$ cat config.mk
export PLATFORM = sky130hd
export DESIGN_NAME = adts_frame_splitter_unit
export DESIGN_NICKNAME = d
export VERILOG_FILES = /design/src/afs_pkg.sv /design/src/afs_skid.sv /design/src/adts_frame_splitter_unit.sv
export VERILOG_INCLUDE_DIRS = /design/src /design/src/src
export SDC_FILE = /design/constraint.sdc
export NUM_CORES = 1
export LEC_CHECK = 0
export BUFFER_PORTS_ARGS = -buffer_cell sky130_fd_sc_hd__buf_2
export CORE_MARGIN = 5
export CORE_UTILIZATION = 50
export CTS_BUF_LIST = sky130_fd_sc_hd__clkbuf_4 sky130_fd_sc_hd__clkbuf_8
export DETAILED_ROUTE_END_ITERATION = 16
export GPL_TIMING_DRIVEN = 1
export HOLD_SLACK_MARGIN = 0.1
export PLACE_DENSITY = 0.73
export SLEW_MARGIN = 20
export SYNTH_ARGS = -nofsm -noshare
export SYNTH_HDL_FRONTEND = slang
export SYNTH_SLANG_ARGS = --single-unit
$ cat constraint.sdc
create_clock -name clk -period 19.3 [get_ports clk]
set_input_delay 0 -clock clk [delete_from_list [all_inputs] [get_ports clk]]
set_output_delay 0 -clock clk [all_outputs]
set_load 0.005 [all_outputs]
$ cat src/adts_frame_splitter_unit_assert.svh
// assertion macros shared by the splitter files
`ifndef ADTS_FRAME_SPLITTER_UNIT_ASSERT_SVH
`define ADTS_FRAME_SPLITTER_UNIT_ASSERT_SVH

// same-cycle implication, checked on every rising clock edge outside reset
`define AFS_ASSERT_IMP(label, cond, prop, msg) \
    label: assert property (@(posedge clk) disable iff (!rst_n) (cond) |-> (prop)) \
        else $error(msg);

// next-cycle implication, checked on every rising clock edge outside reset
`define AFS_ASSERT_NEXT(label, cond, prop, msg) \
    label: assert property (@(posedge clk) disable iff (!rst_n) (cond) |=> (prop)) \
        else $error(msg);

`endif

$ cat src/afs_pkg.sv
package afs_pkg;

    // result status codes
    localparam logic [2:0] ST_PAYLOAD = 3'd0;
    localparam logic [2:0] ST_EMPTY   = 3'd1;
    localparam logic [2:0] ST_SYNC    = 3'd2;
    localparam logic [2:0] ST_LENGTH  = 3'd3;
    localparam logic [2:0] ST_TRUNC   = 3'd4;

    // header constants
    localparam logic [7:0]  SYNC_BYTE0    = 8'hFF;
    localparam logic [7:0]  SYNC1_MASK    = 8'hF6;
    localparam logic [7:0]  SYNC1_VALUE   = 8'hF0;
    localparam logic [12:0] HDR_BYTES     = 13'd7;
    localparam logic [12:0] MIN_LEN_NOCRC = 13'd7;
    localparam logic [12:0] MIN_LEN_CRC   = 13'd9;

    // frame duration after reset, in microseconds
    localparam logic [17:0] DURATION_RESET = 18'd21334;

    // one result item
    typedef struct packed {
        logic [2:0]  status;
        logic [7:0]  payload_byte;
        logic        frame_last;
        logic [47:0] frame_time_us;
        logic [12:0] frame_length;
        logic        crc_present;
    } afs_result_t;

endpackage

$ cat src/afs_skid.sv
`include "adts_frame_splitter_unit_assert.svh"

module afs_skid
(
    input  logic                 clk,
    input  logic                 rst_n,
    input  logic                 push,
    output logic                 in_ready,
    input  afs_pkg::afs_result_t in_data,
    output logic                 out_valid,
    input  logic                 out_ready,
    output afs_pkg::afs_result_t out_data
);

    logic                 out_valid_reg;
    logic                 skid_valid_reg;
    afs_pkg::afs_result_t out_reg;
    afs_pkg::afs_result_t skid_reg;
    logic                 pop;

    assign pop       = out_valid_reg && out_ready;
    assign in_ready  = !skid_valid_reg;
    assign out_valid = out_valid_reg;
    assign out_data  = out_reg;

    // control: output stage and one spare entry
    always_ff @(posedge clk or negedge rst_n)
    begin
        if (!rst_n)
        begin
            out_valid_reg  <= 1'b0;
            skid_valid_reg <= 1'b0;
        end
        else
        begin
            priority if (skid_valid_reg)
            begin
                if (pop)
                begin
                    skid_valid_reg <= 1'b0;
                end
            end
            else if (push)
            begin
                if (out_valid_reg && !pop)
                begin
                    skid_valid_reg <= 1'b1;
                end
                else
                begin
                    out_valid_reg <= 1'b1;
                end
            end
            else if (pop)
            begin
                out_valid_reg <= 1'b0;
            end
            else
            begin
                // nothing moves this cycle
            end
        end
    end

    // payload moves without reset
    always_ff @(posedge clk)
    begin
        priority if (skid_valid_reg)
        begin
            if (pop)
            begin
                out_reg <= skid_reg;
            end
        end
        else if (push)
        begin
            if (out_valid_reg && !pop)
            begin
                skid_reg <= in_data;
            end
            else
            begin
                out_reg <= in_data;
            end
        end
        else
        begin
            // nothing moves this cycle
        end
    end

    `AFS_ASSERT_IMP(a_skid_behind_out, skid_valid_reg, out_valid_reg, "spare entry without output")
    `AFS_ASSERT_NEXT(a_skid_drains_first, skid_valid_reg && pop, out_valid_reg, "output lost on drain")

endmodule

$ cat src/adts_frame_splitter_unit.sv
// channel | dir | tdata fields (low bit up)                        | tuser  | tlast
// s_axis  | in  | data_byte[7:0]                                   | -      | stream_end
// m_axis  | out | payload_byte, frame_time_us, frame_length,       | status | frame_last
//         |     | crc_present, two zero pad bits                   |        |
// cfg     | in  | cfg_wdata = frame duration in us, on cfg_we      | -      | -
//
// one byte accepted per cycle while s_tready is high; each result is built
// combinationally from the parser state and its byte and registered in the output buffer
// s_tready is low only while the two-entry output buffer is full
// rst_n clears the parse position, timestamp, halt flag and buffered results
// after a sync, length or truncation error the block keeps taking bytes and
// drops them until reset
`include "adts_frame_splitter_unit_assert.svh"

module adts_frame_splitter_unit
(
    input  logic        clk,
    input  logic        rst_n,
    input  logic        s_tvalid,
    output logic        s_tready,
    input  logic [7:0]  s_tdata,   // data_byte
    input  logic        s_tlast,   // stream_end
    output logic        m_tvalid,
    input  logic        m_tready,
    output logic [71:0] m_tdata,   // payload_byte, frame_time_us, frame_length, crc_present, pad
    output logic [2:0]  m_tuser,   // status
    output logic        m_tlast,   // frame_last
    input  logic        cfg_we,
    input  logic [17:0] cfg_wdata
);

    // header byte positions
    localparam logic [12:0] POS_SYNC0   = 13'd0;
    localparam logic [12:0] POS_SYNC1   = 13'd1;
    localparam logic [12:0] POS_BUF     = 13'd2;
    localparam logic [12:0] POS_LEN_HI  = 13'd3;
    localparam logic [12:0] POS_LEN_MID = 13'd4;
    localparam logic [12:0] POS_LEN_LO  = 13'd5;
    localparam logic [12:0] POS_HDR_END = 13'd6;

    logic [17:0] dur_reg;
    logic [12:0] pos_reg, pos_next;
    logic [12:0] len_reg, len_next;
    logic        crc_reg, crc_next;
    logic [47:0] time_reg, time_next;
    logic        halted_reg, halted_next;

    logic        accept;
    logic        emit;
    logic        err;
    logic        done;
    logic        last;
    logic [2:0]  status;
    logic [7:0]  pbyte;
    logic [12:0] min_len;

    afs_pkg::afs_result_t res;
    afs_pkg::afs_result_t out_res;

    assign accept  = s_tvalid && s_tready;
    assign min_len = crc_reg ? afs_pkg::MIN_LEN_CRC : afs_pkg::MIN_LEN_NOCRC;

    // per-byte parse step
    always_comb
    begin
        pos_next    = pos_reg;
        len_next    = len_reg;
        crc_next    = crc_reg;
        time_next   = time_reg;
        halted_next = halted_reg;
        emit        = 1'b0;
        err         = 1'b0;
        done        = 1'b0;
        last        = 1'b0;
        status      = afs_pkg::ST_PAYLOAD;
        pbyte       = 8'd0;
        if (accept && !halted_reg)
        begin
            unique case (pos_reg)
                POS_SYNC0:
                begin
                    len_next = 13'd0;
                    crc_next = 1'b0;
                    if (s_tdata != afs_pkg::SYNC_BYTE0)
                    begin
                        err    = 1'b1;
                        status = afs_pkg::ST_SYNC;
                    end
                end
                POS_SYNC1:
                begin
                    if ((s_tdata & afs_pkg::SYNC1_MASK) != afs_pkg::SYNC1_VALUE)
                    begin
                        err    = 1'b1;
                        status = afs_pkg::ST_SYNC;
                    end
                    else
                    begin
                        crc_next = ~s_tdata[0];
                    end
                end
                POS_BUF:
                begin
                end
                POS_LEN_HI:
                begin
                    len_next = {s_tdata[1:0], 11'd0};
                end
                POS_LEN_MID:
                begin
                    len_next = len_reg | {2'd0, s_tdata, 3'd0};
                end
                POS_LEN_LO:
                begin
                    len_next = len_reg | {10'd0, s_tdata[7:5]};
                    if (len_next < min_len)
                    begin
                        err    = 1'b1;
                        status = afs_pkg::ST_LENGTH;
                    end
                end
                POS_HDR_END:
                begin
                    if (len_reg == afs_pkg::HDR_BYTES)
                    begin
                        emit   = 1'b1;
                        status = afs_pkg::ST_EMPTY;
                        last   = 1'b1;
                        done   = 1'b1;
                    end
                end
                default:
                begin
                    emit  = 1'b1;
                    pbyte = s_tdata;
                    last  = (({1'b0, pos_reg} + 14'd1) == {1'b0, len_reg});
                    done  = last;
                end
            endcase

            // error, frame end, or advance with truncation check
            priority if (err)
            begin
                emit        = 1'b1;
                last        = 1'b1;
                halted_next = 1'b1;
            end
            else if (done)
            begin
                time_next = time_reg + {30'd0, dur_reg};
                pos_next  = 13'd0;
            end
            else
            begin
                pos_next = pos_reg + 13'd1;
                if (s_tlast)
                begin
                    emit        = 1'b1;
                    status      = afs_pkg::ST_TRUNC;
                    pbyte       = 8'd0;
                    last        = 1'b1;
                    halted_next = 1'b1;
                end
            end
        end
    end

    // result for the buffer
    always_comb
    begin
        res.status        = status;
        res.payload_byte  = pbyte;
        res.frame_last    = last;
        res.frame_time_us = time_reg;
        res.frame_length  = len_next;
        res.crc_present   = crc_next;
    end

    // parser state
    always_ff @(posedge clk or negedge rst_n)
    begin
        if (!rst_n)
        begin
            pos_reg    <= 13'd0;
            len_reg    <= 13'd0;
            crc_reg    <= 1'b0;
            time_reg   <= 48'd0;
            halted_reg <= 1'b0;
        end
        else
        begin
            pos_reg    <= pos_next;
            len_reg    <= len_next;
            crc_reg    <= crc_next;
            time_reg   <= time_next;
            halted_reg <= halted_next;
        end
    end

    // frame duration register
    always_ff @(posedge clk or negedge rst_n)
    begin
        if (!rst_n)
        begin
            dur_reg <= afs_pkg::DURATION_RESET;
        end
        else if (cfg_we)
        begin
            dur_reg <= cfg_wdata;
        end
    end

    // output buffer
    afs_skid u_skid
    (
        .clk       (clk),
        .rst_n     (rst_n),
        .push      (accept && emit),
        .in_ready  (s_tready),
        .in_data   (res),
        .out_valid (m_tvalid),
        .out_ready (m_tready),
        .out_data  (out_res)
    );

    // master-side packing
    assign m_tdata = {2'b00, out_res.crc_present, out_res.frame_length,
                      out_res.frame_time_us, out_res.payload_byte};
    assign m_tuser = out_res.status;
    assign m_tlast = out_res.frame_last;

    `AFS_ASSERT_NEXT(a_halt_sticks, halted_reg, halted_reg, "halt flag cleared without reset")
    `AFS_ASSERT_IMP(a_no_result_when_halted, halted_reg, !emit, "result while halted")
    `AFS_ASSERT_IMP(a_pos_in_frame, pos_reg > POS_HDR_END, pos_reg < len_reg, "position past frame")
    `AFS_ASSERT_NEXT(a_error_halts, accept && emit && (status == afs_pkg::ST_SYNC ||
                     status == afs_pkg::ST_LENGTH || status == afs_pkg::ST_TRUNC),
                     halted_reg, "error without halt")

endmodule
; After elaboration in Yosys (flattened, before gate mapping)
; Cells that the tools add are included.
[totals]
output_inout_bits = 78
register_bits = 244
in_bits = 32
[classes]
n_reduce_logical = 20
mux = 52
n_eq_ne = 14
magnitude_cmp = 1
bitwise = 5
addsub = 3
[op_table]
columns = operator, count
row1 = 74-bit 2-to-1 mux, 4
row2 = "13-bit by 3-bit equality test with 1-bit output, second input constant", 4
row3 = 13-bit one-hot mux with 4 select lines, 1
row4 = 48-bit by 18-bit adder with 48-bit output, 1
row5 = 8-bit 2-to-1 mux, 5
row6 = 1-bit 2-to-1 mux, 27
row7 = "13-bit by 2-bit equality test with 1-bit output, second input constant", 2
row8 = 13-bit 2-to-1 mux, 2
row9 = 3-bit AND reduction, 5
row10 = "13-bit by 1-bit adder with 14-bit output, second input constant", 1
row11 = 14-bit by 13-bit equality test with 1-bit output, 1
row12 = "13-bit by 1-bit adder with 13-bit output, second input constant", 1
row13 = "13-bit by 1-bit equality test with 1-bit output, second input constant", 1
row14 = 13-bit zero test, 1
row15 = 13-bit by 4-bit < comparator with 1-bit output, 1
row16 = 13-bit by 11-bit bitwise OR with 13-bit output, 1
row17 = 13-bit by 3-bit bitwise OR with 13-bit output, 1
row18 = 3-bit 2-to-1 mux, 4
row19 = "8-bit != test, second input constant", 1
row20 = 2-bit one-hot mux with 4 select lines, 1
row21 = 7-bit OR reduction, 1
row22 = 2-bit 2-to-1 mux, 3
row23 = "2-bit != test, second input constant", 3
row24 = "6-bit != test, second input constant", 1
row25 = other kinds (10), 22

; Depth between registers and ports, before layout
[depth]
word_depth = 11
depth_mapped = 12

; Cells and area by module
; Synthesis repeated with hierarchy kept, for this count alone.
[unflattened]
hier_cells = 838
hier_area_um2 = 11184.5
[modules_own_cells]
columns = mod, cells_per_inst, area_each_um2, n_inst
row1 = adts_frame_splitter_unit, 596, 5696.7, 1
row2 = afs_skid, 242, 5487.8, 1

; Worst setup path after synthesis
; OpenSTA, ideal clock, no wires.
[synth_timing]
path_kind = register to register
start = register len_reg[2]
end = register u_skid.out_reg (netlist bit u_skid.out_data[0]), enable pin
n_path_buf = 0
setup_ps = 531
path_stages_with_launch = 11
required_ps = 18769
synth_period_minus_slack_ps = 6128
setup_slack_ps = 13172
arrival_time_ps = 5598
path_cell_list = dfrtp_1 > or2_2 > ha_1 > o21ai_0 > a21oi_1 > nor4_1 > or2_2 > nor2_1 > a31oi_1 > a21oi_1 > a21oi_1
[synth_between]
elab_chain_cells = 10
elab_cells_between_ends = 18
[synth_lines]
columns = element, line
row1 = "start, declared", adts_frame_splitter_unit.sv:43  ; logic [12:0] len_reg, len_next;
row2 = "start signal, assigned", adts_frame_splitter_unit.sv:193  ; len_reg <= len_next;
row3 = 13-bit by 3-bit bitwise OR with 13-bit output or 13-bit by 3-bit equality test with 1-bit output (tied branches), "adts_frame_splitter_unit.sv:115, adts_frame_splitter_unit.sv:124"
row4 = 13-bit by 4-bit < comparator with 1-bit output or 1-bit 2-to-1 mux (tied branches), "adts_frame_splitter_unit.sv:116, adts_frame_splitter_unit.sv:124"
row5 = 1-bit 2-to-1 mux or 1-bit one-hot mux with 2 select lines (tied branches), "adts_frame_splitter_unit.sv:116, adts_frame_splitter_unit.sv:79"
row6 = "1-bit one-hot mux with 3 select lines, or another cell as far along", adts_frame_splitter_unit.sv:79  ; unique case (pos_reg)
row7 = "1-bit 2-to-1 mux, on equally long branches", "adts_frame_splitter_unit.sv:77, adts_frame_splitter_unit.sv:148"
row8 = 1-bit 2-to-1 mux (*), adts_frame_splitter_unit.sv:142  ; priority if (err)
row9 = 1-bit 2-to-1 mux (*), adts_frame_splitter_unit.sv:77  ; if (accept && !halted_reg)
row10 = 1-bit logical AND (*), adts_frame_splitter_unit.sv:218  ; .push (accept && emit),
row11 = 2-bit nonzero test (no source line) (*), --
row12 = 3-bit AND reduction (no source line) (*), --
row13 = "end signal, assigned", afs_skid.sv:72  ; out_reg <= skid_reg;
row14 = "end signal, assigned", afs_skid.sv:83  ; out_reg <= in_data;
row15 = "end, declared", afs_skid.sv:17  ; afs_pkg::afs_result_t out_reg;
; Every way passes the cells marked *; elsewhere a longest branch is shown, timed or not. The select of a mux whose other input is x is not followed.
; A chain may end at the register's enable or synchronous reset.

; Worst setup path after layout
[layout_timing]
start = register pos_reg[0]
end = register time_reg[45]
[layout_between]
elab_chain_cells = 5
elab_cells_between_ends = 16
[layout_lines]
columns = element, line
row1 = "start, declared", adts_frame_splitter_unit.sv:42  ; logic [12:0] pos_reg, pos_next;
row2 = "start signal, assigned", adts_frame_splitter_unit.sv:192  ; pos_reg <= pos_next;
row3 = "13-bit by 1-bit adder with 14-bit output, or another cell as far along", adts_frame_splitter_unit.sv:136  ; last = (({1'b0, pos_reg} + 14'd1) == {1'b0, len_reg});
row4 = "14-bit by 13-bit equality test with 1-bit output, or another cell as far along", adts_frame_splitter_unit.sv:136
row5 = 1-bit one-hot mux with 2 select lines or 1-bit 2-to-1 mux (tied branches), "adts_frame_splitter_unit.sv:79, adts_frame_splitter_unit.sv:77"
row6 = 1-bit 2-to-1 mux or 1-bit NOT (tied branches), --
row7 = 3-bit AND reduction (no source line) (*), --
row8 = "end signal, assigned", adts_frame_splitter_unit.sv:195  ; time_reg <= time_next;
row9 = "end, declared", adts_frame_splitter_unit.sv:45  ; logic [47:0] time_reg, time_next;
; Marks and branches as above.

==> results summary <==
The pre-CTS worst setup slack came out at around 15000 ps. The total of buffers placed on input and output ports came out at between 100 and 150. The signal on the critical path passes through ha_1 > and3_1 > nand3_1 > a211oi_1 > o2111ai_2 > o31ai_4 > nand2_2 > nor4_1 > xor2_1. Of the total synthesized cell area, the portion taken by XOR and XNOR cells is 0.0477. The number of antenna diodes in the final layout is 0. The worst setup path is of the flop to flop kind.

The number of placement rows is 54. Detailed routing inserted a total of around 7300 vias. After detailed routing, the number of remaining DRC violations is 0. The hold violation total from the final report came to 0. The number of maximum-capacitance constraint violations came out at 0. The total standard cell area after synthesis came out at ~11000 um^2.

For this run the aggregate overflow at the end of global routing stands at 0. The final net count is 1069. The final period utilization is 0.213. STA classifies the critical path startpoint as a flop.

During synthesis, Yosys emitted a total of 0 warnings. Across the VDD grid, the largest voltage drop is 0.0539 mV. The filler cell count in the final layout is between 1500 and 2000. After floorplanning, the core was sized to cover roughly 22000 um^2. The number of global-route vias before repair came to 7286. The detail route stage leaves a number of antenna-violating nets equal to 0. The share of the Yosys chip area taken by registers is 0.623.

The pin slew with the least headroom to its limit is approximately 1100 ps. The worst max-slew margin expressed relative to the limit came out at 0.287. The area of all sequential standard cells came out at 6860 um^2. The run finished with clean final reports. TritonCTS created 40 clock buffers. The placer's final routability congestion estimate is around 0.90. Summed over all layers, the routed wires come to approximately 23 mm. Along the worst path, the maximum fanout reaches 44.

The endpoint arrival time on the critical path is between 4000 and 5000 ps. The mean routed wirelength per cell is 17.5 um. The maximum number of pins on one net before global-route repair came out at 89.

The fraction of the mapped netlist area in simple logic gates is 0.111. The worst setup path is captured at a flop. Measured against the total synthesized area, the mux share comes to 0.0734. Of the cells placed in the final design, the portion with a size suffix greater than 1 is 0.270. The required time of the critical path came out at 19760 ps. The count of cells resized by post-cts repair came out at 0. The complex-gate fraction of the synthesized area is 0.0956. On the final layout, the worst clock skew is 28.7 ps.

For this block, the initial DRC count from the detailed router was 489. The post-synthesis average cell area is between 10 and 15 um^2. Setup repair after global routing left no endpoint under its margin.

In the global route stage, overall resource usage came out at 0.187. The floorplan die width came out at 158 um. The worst min-delay path class is input pin to flop. The slowest stage of the critical path is the sky130_fd_sc_hd__nand2_2 cell. The maximum number of buffers from clock root to sink is 3. The area growth from synthesis to layout came out at 19.4%. The footprint of the multi-input gates is ~4000 um^2. Setup violations remaining at the end of the flow were counted as 0. In this run, synthesis produced a sequential element count of ~240.

The cts-stage hold buffer count is 52. After clock tree synthesis, the clock-pin slew on the worst setup and hold paths is ~60 ps. The static leakage came out at 5.74 nW. The initial antenna violation count is 0. The fmax is about 240 MHz. The deepest level of the CTS H-tree came out at 2.

The summed negative setup slack over all endpoints came out at 0 ps. The number of sinks on the clock net came out at about 240. The first-pass GRT wire length came out at 37.5 mm. The number of detailed-routing iterations run before antenna repair came out at 4. The CTS tree is done. The HPWL after detailed placement is approximately 15 mm.

The number of synthesized flops with an enable pin is roughly 150. The final count of pins violating max slew came out at 0. The average via count per standard cell came out at approximately 5.5. The power per standard cell area is roughly 79 nW/um^2. The number of primary I/O pins is 110.

By area, the combinational part of the netlist is dominated by simple AND/OR/NAND/NOR gates. In this run the post-CTS setup repair buffer count came out at 0. The die covers roughly 25000 um^2.

Counting every instance in the synthesized netlist gives 841. The clock network latency to the later pin of the worst-skew pair came out at 550 ps. The post-layout minimum cycle time is slightly above 4000 ps. After synthesis, the share of flip-flops with an asynchronous set or reset is 0.393. The largest stage delay on the critical path came out at roughly 600 ps. Measured along the y axis, the die boundary spans between 150 and 200 um.

The smallest setup slack after layout came out at 15190 ps. The tree is rooted in a sky130_fd_sc_hd__clkbuf_8. For this configuration, the core starts out at a cell density of 0.506. Counting distinct cell types in the post-synthesis netlist gives 64. For this run, the leading register cell type out of synthesis is sky130_fd_sc_hd__edfxtp_1. The arithmetic-cell share of the synthesized area counting full adders, half adders and majority gates is 0.0302.
-- stage by stage --
stage	hold slack, ps	std cells	power, mW	cell area, um^2	utilization
finish	372	1322	1.04	13100	0.604
global route	395	1322	1.08	13100	0.604
CTS	338	1321	1.05	13100	0.603
detailed placement	-102	1196	0.593	11800	0.542
global placement	-104	1196	0.592	11800	0.542
floorplan	-296	842	0.581	11000	-
-- worst max-delay path: cells and delay by family (launching register included) --
| family | cells | cell delay (ps) |
|---|---|---|
| flops | 1 | 540 |
| fa+ha+maj | 1 | 500 |
| simple gates | 4 | 1650 |
| xor+xnor | 1 | 170 |
| compound gates | 3 | 1150 |
-- cell type report --
cell class              count  share of cell area
repair buffers            163              0.0846
well taps                 280              0.0266
clock inverters            11             0.00466
inverters                  14             0.00400
flip-flops and latches    244               0.522
clock buffers              62              0.0559
multi-input cells         548               0.303
-- report_power, final --
group	internal [mW]	switching (mW)	total [mW]	leakage (nW)
logic	0.0202	0.0166	0.0368	2.57
clock network	0.244	0.200	0.445	0.432
registers	0.555	0.00242	0.557	2.74
total	0.819	0.219	1.04	5.74
-- Yosys cell counts (21+ instances only) --
| master | number | area, um^2 |
|---|---|---|
| sky130_fd_sc_hd__xor2_1 | 44 | 385 |
| sky130_fd_sc_hd__o31ai_1 | 22 | 165 |
| sky130_fd_sc_hd__mux2_2 | 70 | 788 |
| sky130_fd_sc_hd__clkbuf_1 | 24 | 90.1 |
| sky130_fd_sc_hd__nand2_1 | 63 | 236 |
| sky130_fd_sc_hd__a21oi_1 | 36 | 180 |
| sky130_fd_sc_hd__a21o_1 | 24 | 180 |
| sky130_fd_sc_hd__o21ai_0 | 40 | 200 |
| sky130_fd_sc_hd__ha_1 | 25 | 313 |
| sky130_fd_sc_hd__nor2_1 | 32 | 120 |
| sky130_fd_sc_hd__dfrtp_1 | 88 | 2200 |
| sky130_fd_sc_hd__nor3_1 | 21 | 105 |
| sky130_fd_sc_hd__edfxtp_1 | 148 | 4440 |
-- per-layer routing --
| layer | share of wire | track usage | vias to the layer above | wire length [um] |
|---|---|---|---|---|
| met5 | 0 | 0 | - | 0 |
| met4 | 0.022 | 0.0605 | 0 | 515 |
| met3 | 0.061 | 0.0353 | 44 | 1400 |
| met2 | 0.46 | 0.294 | 210 | 10600 |
| met1 | 0.46 | 0.265 | 3508 | 10600 |
| li1 | - | - | 3488 | - |
-- cell families after synthesis --
logic type / count (synthesis)
flip-flops: 244
AND/OR/NAND/NOR: 230
AO/OA/AOI/OAI: 158
multiplexers: 72
XOR/XNOR: 60
buffers and inverters: 50
adder cells (fa/ha/maj): 26
other: 1
-- layout by cell type, fill, tap and decap left out, types with 15 or more instances in the layout --
cell                              n
sky130_fd_sc_hd__buf_2          106
sky130_fd_sc_hd__nand2_1         63
sky130_fd_sc_hd__mux2_2          70
sky130_fd_sc_hd__nor3_1          21
sky130_fd_sc_hd__a21oi_1         35
sky130_fd_sc_hd__nor4_1          15
sky130_fd_sc_hd__nor2_1          32
sky130_fd_sc_hd__dfrtp_1         87
sky130_fd_sc_hd__dlygate4sd3_1   52
sky130_fd_sc_hd__o21ai_0         40
sky130_fd_sc_hd__ha_1            25
sky130_fd_sc_hd__and2_1          15
sky130_fd_sc_hd__xor2_1          44
sky130_fd_sc_hd__clkbuf_4        19
sky130_fd_sc_hd__o31ai_1         22
sky130_fd_sc_hd__a21o_1          24
sky130_fd_sc_hd__edfxtp_1       148
sky130_fd_sc_hd__nand3_1         15
sky130_fd_sc_hd__and3_1          15
sky130_fd_sc_hd__xnor2_1         16
sky130_fd_sc_hd__clkbuf_8        43
-- final timing paths --
| kind | from | end | slack (ps) | cells past startpoint |
|---|---|---|---|---|
| worst max-delay path | pos_reg[0] | time_reg[45] | 15190 | 9 |
| worst min-delay path | s_tlast | halted_reg | 370 | 4 |
| worst max register to register | pos_reg[0] | time_reg[45] | 15190 | 9 |
| worst min register to register | halted_reg | halted_reg | 450 | 2 |
| max in group asynchronous | rst_n | dur_reg[7] | 17620 | 4 |
| min in group asynchronous | rst_n | dur_reg[1] | 590 | 3 |
No activity file was read; power rests on OpenSTA's default activity.
